<file path="src/rtl/core/bbr_pkg.sv">
// ----------------------------------------------------------------------------
// Box blur RGB332 package
// Frame geometry, datapath widths and the request and response types of the
// shared divider.
// ----------------------------------------------------------------------------
package bbr_pkg;

	localparam int FRAME_WIDTH  = 320;
	localparam int FRAME_HEIGHT = 240;
	localparam int MAX_RADIUS   = 7;

	// Field widths of the ports.
	localparam int POS_X_W  = 9;
	localparam int POS_Y_W  = 8;
	localparam int PIXEL_W  = 8;
	localparam int RADIUS_W = 3;

	// Beat kinds carried on the mode field.
	localparam logic MODE_LOAD  = 1'b0;
	localparam logic MODE_QUERY = 1'b1;

	// Frame store.
	localparam int DEPTH  = FRAME_WIDTH * FRAME_HEIGHT;
	localparam int ADDR_W = $clog2(DEPTH);

	// Window arithmetic.
	localparam int RAD_W   = $clog2(MAX_RADIUS + 2);
	localparam int WIN_MAX = (2 * MAX_RADIUS + 1) * (2 * MAX_RADIUS + 1);
	localparam int CNT_N_W = $clog2(WIN_MAX + 1);
	localparam int SUM_W   = $clog2(7 * WIN_MAX + 1);
	// Window coordinates carry a sign bit and one bit of headroom.
	localparam int XS_W    = POS_X_W + 2;
	localparam int YS_W    = POS_Y_W + 2;

	// Divider iteration count width.
	localparam int DIV_CNT_W = $clog2(SUM_W + 1);

	// Colour channel codes for the division sequence.
	localparam logic [1:0] CH_RED   = 2'd0;
	localparam logic [1:0] CH_GREEN = 2'd1;
	localparam logic [1:0] CH_BLUE  = 2'd2;

	typedef struct packed {
		logic               start;
		logic [SUM_W-1:0]   dividend;
		logic [CNT_N_W-1:0] divisor;
	} div_req_t;

	typedef struct packed {
		logic             done;
		logic [SUM_W-1:0] quotient;
	} div_rsp_t;

endpackage

</file>
<file path="src/rtl/core/bbr_div.sv">
// ----------------------------------------------------------------------------
// Box blur divider
// Restoring divider, one quotient bit per cycle, shared by the three channels.
// ----------------------------------------------------------------------------
module bbr_div (
	input  logic              clk,
	input  logic              arst_n,
	input  bbr_pkg::div_req_t req,
	output bbr_pkg::div_rsp_t rsp
);

	logic                              busy_q;
	logic                              done_q;
	logic [bbr_pkg::DIV_CNT_W-1:0]     cnt_q;
	logic [bbr_pkg::CNT_N_W-1:0]       rem_q;
	logic [bbr_pkg::SUM_W-1:0]         quo_q;
	logic [bbr_pkg::CNT_N_W-1:0]       dvs_q;
	logic [bbr_pkg::CNT_N_W:0]         trial;
	logic                              fits;

	// The remainder stays below the divisor, so it always fits in the
	// divisor's width.
	assign trial = {rem_q, quo_q[bbr_pkg::SUM_W-1]};
	assign fits  = (trial >= {1'b0, dvs_q});

	always_ff @(posedge clk or negedge arst_n) begin
		if (!arst_n) begin
			busy_q <= 1'b0;
			done_q <= 1'b0;
			cnt_q  <= '0;
		end else begin
			done_q <= 1'b0;
			if (req.start) begin
				busy_q <= 1'b1;
				cnt_q  <= '0;
			end else if (busy_q) begin
				if (cnt_q == bbr_pkg::DIV_CNT_W'(bbr_pkg::SUM_W - 1)) begin
					busy_q <= 1'b0;
					done_q <= 1'b1;
				end
				cnt_q <= cnt_q + 1'b1;
			end
		end
	end

	always_ff @(posedge clk) begin
		if (req.start) begin
			rem_q <= '0;
			quo_q <= req.dividend;
			dvs_q <= req.divisor;
		end else if (busy_q) begin
			rem_q <= fits ? bbr_pkg::CNT_N_W'(trial - {1'b0, dvs_q})
				: trial[bbr_pkg::CNT_N_W-1:0];
			quo_q <= {quo_q[bbr_pkg::SUM_W-2:0], fits};
		end
	end

	assign rsp.done     = done_q;
	assign rsp.quotient = quo_q;

endmodule

</file>
<file path="config.mk">
export PLATFORM = sky130hd
export DESIGN_NAME = bbr_div
export DESIGN_NICKNAME = d
export VERILOG_FILES = /design/src/rtl/core/bbr_pkg.sv /design/src/rtl/core/bbr_div.sv
export SDC_FILE = /design/constraint.sdc
export NUM_CORES = 1
export LEC_CHECK = 0
export BUFFER_PORTS_ARGS = -buffer_cell sky130_fd_sc_hd__buf_2
export CORE_MARGIN = 5
export CORE_UTILIZATION = 55
export CTS_CLUSTER_SIZE = 10
export DETAILED_ROUTE_END_ITERATION = 10
export PLACE_DENSITY = 0.79
export SETUP_SLACK_MARGIN = 0.05
export SYNTH_ARGS = -nofsm -noshare
export SYNTH_HDL_FRONTEND = slang
export SYNTH_SLANG_ARGS = --single-unit
</file>
<file path="constraint.sdc">
create_clock -name clk -period 2.42 [get_ports clk]
set_input_delay 0.121 -clock clk [delete_from_list [all_inputs] [get_ports clk]]
set_output_delay 0.121 -clock clk [all_outputs]
set_load 0.005 [all_outputs]
</file>
==> results.toml, run 1 <==
[die]
die_area_sq_um = 4510
row_count = 20
initial_core_util_pct = 57.9
die_h_um = 67.1
boundaryPins = 34
die_w_um = 67.1
coreArea_sq_um = 3100

[flow_run]
cap_violations = 0

[grt]
gr-total-overflow = 0
antenna_found_initial = 0
grt_pass1_wl_um = 6180
grt_util_all_layers_pct = 18.6
grt_max_degree = 28
first_global_vias = 1354

[cells_and_area]
drive_above_1_share_pct = 27.6
num_antenna_cells = 0
syn2layout_area_growth_pct = 21.2
multi_input_area_sq_um = 836
num-nets-final = 242
final_util_pct = 70.1
fillers = 249
regArea_sq_um = 881

[setup_path]
cp_cell_sequence = "inv_1 -> ha_1 -> fa_1 -> nand2b_1 -> a21oi_2 -> mux2_2 -> o22ai_1 -> a311oi_1"
max_stage_delay_ps = 410
cp-start-kind = "register"
cp.arrival_ps = 2390
crit_buf_inv = 1
cp_max_fo = 3
r2r_setup_slack_ps = 220
r2r_cells = 8
cp-end-kind = "register"
reg2reg_to = "rem_q[6]"
crit_type = "register to register"
cp.required_ps = 2610
cp_slowest_cell = "fa_1"
path_delay_family = "adder cells"
r2r-start = "quo_q[10]"

[power_and_ir_drop]
p_int_mw = 1.27
p_leak_nw = 0.958
p_switching_uw = 624
p_comb_share_pct = 36.9
switching_share_pct = 33.0
power_density_nw_per_um2 = 869
p_clk_share_pct = 22.7
seqPwrFrac_pct = 40.4
ir_drop_mv = 0.567

[timing]
period_needed_ps = 2200
final_hold_viol_count = 0
drv_slew = 0
fmax_mhz = 455
finalSetupViolations = 0
tightest_slew_ps = 649
post-route-period-util_pct = 90.8
holdWs_ps = 77.5
final.setup.tns_ps = 0
rsz0062_at_grt = "false"
fin_skew_ps = 9.60
max_slew_margin_pct = 56.7

[min_path]
hp-class = "input port to register"
min_path_cells = 2
hold_start = "req[12]"
holdPathEnd = "quo_q[4]"

[detailed_routing]
drcViolationCount = 0
dr.pass1.iters = 5
post_drt_wl_per_cell_um = 13.8
avgViaCountPerCell = 5.30
wirelength_um = 3500
ant_nets = 0
drt_iter0_markers = 38
vias = 1345

[place]
port_buffers = 33
dpl.hpwl_um = 2620
gp_congestion = 0.871

[synth]
yosysUniqueCellTypes = 44
ys_ff_latch = 33
ys_seq_area_share_pct = 49.1
syn_inst = 165
netlist_area_sq_um = 1800
synth_nets = 198
synth_edf_count = 19
synth_warnings = 0
synthArstFlopShare_pct = 18.2
syn_avg_cell_area_sq_um = 10.9
synth_ff_type = "edfxtp_1"

[cts]
cts_setup_buffers = 0
root_buffer = "clkbuf_4"
cts_buffers = 5
clk_pin_slew_ps = 100
clk_latency_ps = 340
clockBufferDepth = 2
tritoncts = "done"
cts_num_sinks = 33
cts_max_level = 2

[outcome]
status = "completed"
worst max-delay path by stage:
stage | from | endpoint | slack [ps] | cells past startpoint
finish | quo_q[10] | rem_q[6] | 220 | 8
global route | quo_q[10] | rem_q[6] | 100 | 8
CTS | quo_q[10] | rem_q[6] | 190 | 8
detailed placement | quo_q[10] | rem_q[6] | 210 | 8
global placement | quo_q[10] | rem_q[6] | 310 | 8
floorplan | quo_q[10] | rem_q[6] | 390 | 8
power groups by stage:
stage	sequential (mW)	combinational [mW]	clock, mW
2_1_floorplan	0.759	0.512	0
3_3_place_gp	0.771	0.641	0
3_5_place_dp	0.773	0.673	0
4_1_cts	0.763	0.685	0.438
5_1_grt	0.773	0.786	0.475
6_report	0.764	0.698	0.429
Yosys cell counts, types with 5 or more instances:
library cell	count	area [sq um]
edfxtp_1	19	571
nor2_1	18	67.6
inv_1	15	56.3
mux2_2	11	124
ha_1	10	125
dfxtp_1	8	160
nand2_1	7	26.3
dfrtp_1	6	150
a21oi_1	5	25.0
clkbuf_1	5	18.8
nand2b_1	5	31.3
o21ai_0	5	25.0
flip-flops by register name, summed over array words and instances (netlist names):
name / flops
busy_q: 1
done_q: 1
quo_q: 11
dvs_q: 8
cnt_q: 4
rem_q: 8
logic make-up (layout without fill, tap and decap cells):
group / Yosys count / count (layout) / share of synthesized area (%)
buf+inv: 21 / 66 / 4.60
mux: 13 / 13 / 8.01
compound gates: 32 / 32 / 13.3
xor+xnor: 6 / 6 / 2.93
simple gates: 49 / 49 / 14.0
flops: 33 / 33 / 49.1
fa+ha+maj: 11 / 11 / 8.08
layout by cell type, fill, tap and decap left out, types with 2 or more instances in the layout:
cell type	count
o21ai_0	5
buf_2	33
nand2_1	7
nor2_1	18
a21oi_1	4
nand2b_1	5
a211oi_1	2
mux2_2	11
xor2_1	2
nand3_1	4
ha_1	10
mux2i_1	2
or3_1	2
o22ai_1	2
or4_1	2
dlygate4sd3_1	9
dfrtp_1	6
a311oi_1	3
xnor2_1	4
edfxtp_1	19
nor2b_1	3
a21o_1	3
inv_1	15
and2_1	2
clkbuf_4	5
dfxtp_1	8
final cells by class:
cell class,instances,area share [%]
inverter,15,2.59
timing repair buffer,43,12.1
clock buffer,7,2.53
tap,44,2.53
multi-input combinational,111,38.4
clock inverter,1,1.38
sequential,33,40.5
routing by layer:
metal / global-route usage [%] / routed length (um) / up-vias
met5: 0 / 0 / -
met4: 6.08 / 48 / 0
met3: 6.32 / 151 / 6
met2: 32.0 / 1770 / 27
met1: 21.5 / 1540 / 628
li1: - / - / 684
metrics by stage:
step	cell area (sq um)	setup slack [ps]	power, mW	std cells
6_report	2180	223	1.89	254
4_1_cts	2170	191	1.89	254
5_1_grt	2180	98.5	2.03	254
3_3_place_gp	2000	309	1.41	237
3_5_place_dp	2000	209	1.45	237
2_1_floorplan	1800	388	1.27	165
repair_timing:
item / CTS / global route
hold buffers: 9 / 0
resized for setup: 0 / 1
endpoints found under the hold margin: 14 / 0
setup endpoints to repair: 0 / 1
Note: power is estimated with default switching activity, not from simulation.
==> inputs of run 2 (changes only) <==
- BUFFER_PORTS_ARGS: -buffer_cell sky130_fd_sc_hd__buf_2 -> not set
- CORE_UTILIZATION: 55 -> 35
- DONT_BUFFER_PORTS: not set -> 1
- PLACE_DENSITY: 0.79 -> not set
- TNS_END_PERCENT: not set -> 100
==> run 2 against run 1 <==
  * Clock power decreased by 9.1%
  * Critical path type unchanged
  * Largest power group unchanged
  * Die area increased by 48%
  * Total power is 4.3% lower
  * Non-clock buffer count shrank 33
  * Global-route usage shrank 6.6 points
  * Sequential share of layout area grew 2.7 points
  * Routed wire length rose by 5.7%
  * Maximum frequency shrank 0.86%
  * Sequential power increased by 1%
==> results.toml, run 2 (same netlist as run 1, synthesis figures left out) <==
[setup_path]
cp-end-kind = "register"
cp.required_ps = 2530
r2r-start = "quo_q[10]"
r2r_setup_slack_ps = 200
cp.arrival_ps = 2330
reg2reg_to = "rem_q[6]"
cp-start-kind = "register"
r2r_cells = 8
cp_max_fo = 3
crit_type = "register to register"

[die]
row_count = 26
die_w_um = 81.6
die_h_um = 81.6
die_area_sq_um = 6660
initial_core_util_pct = 35.6
boundaryPins = 34
coreArea_sq_um = 5040

[cells_and_area]
final_util_pct = 40.4
num-nets-final = 209
syn2layout_area_growth_pct = 13.6
regMostFlops = "quo_q"
mostFrequentLayoutCell = "edfxtp_1"
drive_above_1_share_pct = 13.0
fillers = 506
layout_common_cells = "edfxtp_1 (19), nor2_1 (18), inv_1 (15)"
reg.largest.list = "quo_q (11), dvs_q (8), rem_q (8)"
largest_reg_flops = 11
num_antenna_cells = 0

[min_path]
hold_start = "req[19]"
min_path_cells = 2
hp-class = "input port to register"
holdPathEnd = "rem_q[0]"

[place]
gp_congestion = 0.799
dpl.hpwl_um = 2710
port_buffers = 0

[detailed_routing]
vias = 1222
avgViaCountPerCell = 4.95
wirelength_um = 3710
drt_iter0_markers = 78
drcViolationCount = 0
dr.pass1.iters = 4
ant_nets = 0
post_drt_wl_per_cell_um = 15.0

[timing]
post-route-period-util_pct = 91.6
period_needed_ps = 2220
rsz0062_at_grt = "false"
drv_slew = 0
fin_skew_ps = 6.88
fmax_mhz = 451
max_slew_margin_pct = 44.1
final_hold_viol_count = 0
finalSetupViolations = 0
final.setup.tns_ps = 0
tightest_slew_ps = 836

[outcome]
status = "completed"

[cts]
hold_buffers = 10
cts_buffers = 5
clk_latency_ps = 280
tritoncts = "done"
root_buffer = "clkbuf_8"
clockBufferDepth = 2
cts_resized = 0
cts_max_level = 2
cts_setup_buffers = 0
clk_pin_slew_ps = 70
cts_num_sinks = 33

[grt]
gr-total-overflow = 0
grt_pass1_wl_um = 6000
grt_util_all_layers_pct = 11.9
grt_max_degree = 22
antenna_found_initial = 0
first_global_vias = 1300

[power_and_ir_drop]
power_density_nw_per_um2 = 888
p_total_mw = 1.81
ir_drop_mv = 0.549
p_leak_nw = 0.824

[flow_run]
cap_violations = 0
-- run 2: cell count changes in the layout (fill, tap and decap cells not counted), sizes merged --
cell,change
dlygate4sd3,+1
clkinv,+2
buf,-34
bufinv,-1
clkbuf,-1
-- run 2: worst max path at each step --
| stage | endpoint | slack, ps | depth (start not counted) | startpoint |
|---|---|---|---|---|
| 6_report | rem_q[6] | 200 | 8 | quo_q[10] |
| 5_1_grt | rem_q[6] | 60 | 8 | quo_q[10] |
| 4_1_cts | rem_q[6] | 200 | 8 | quo_q[10] |
| 3_5_place_dp | rem_q[6] | 220 | 8 | quo_q[10] |
| 3_3_place_gp | rem_q[6] | 240 | 8 | quo_q[10] |
| 2_1_floorplan | rem_q[6] | 390 | 8 | quo_q[10] |
-- run 2: routing by layer --
layer	share of wire [%]	track usage, %	wire length (um)	vias up
met5	0	0	0	-
met2	53	21.7	1960	18
met3	3.6	3.40	132	5
met1	42	12.8	1560	588
met4	1.6	4.98	58	0
li1	-	-	-	611
-- run 2: layout make-up --
cell class	count	area (sq um)	area share [%]
Timing Repair Buffer	10	100	4.91
Tap cell	70	87.6	4.29
Inverter	15	56.3	2.76
Clock inverter	2	10.0	0.491
Sequential cell	33	881	43.2
Clock buffer	6	72.6	3.56
Multi-Input combinational cell	111	832	40.8
-- run 2: stage by stage --
step | cell area, sq um | hold slack, ps | setup slack, ps | std cells
3_5_place_dp | 1860 | -174 | 220 | 229
6_report | 2040 | 53.9 | 204 | 247
2_1_floorplan | 1800 | -175 | 388 | 165
3_3_place_gp | 1860 | -174 | 244 | 229
4_1_cts | 2040 | 39.8 | 202 | 247
5_1_grt | 2040 | 44.6 | 58.0 | 247
-- run 2: critical path, cell delays in order (launching register included) --
cell and delay, ps:
edfxtp_1 390, inv_1 60, ha_1 230, fa_1 400, nand2b_1 180, a21oi_1 200, mux2_2 360, o22ai_1 130
a311oi_1 110
-- run 2: report_power, final --
part	switching, mW	internal, mW
Sequential	0.0741	0.699
Combinational	0.355	0.293
Clock	0.191	0.199
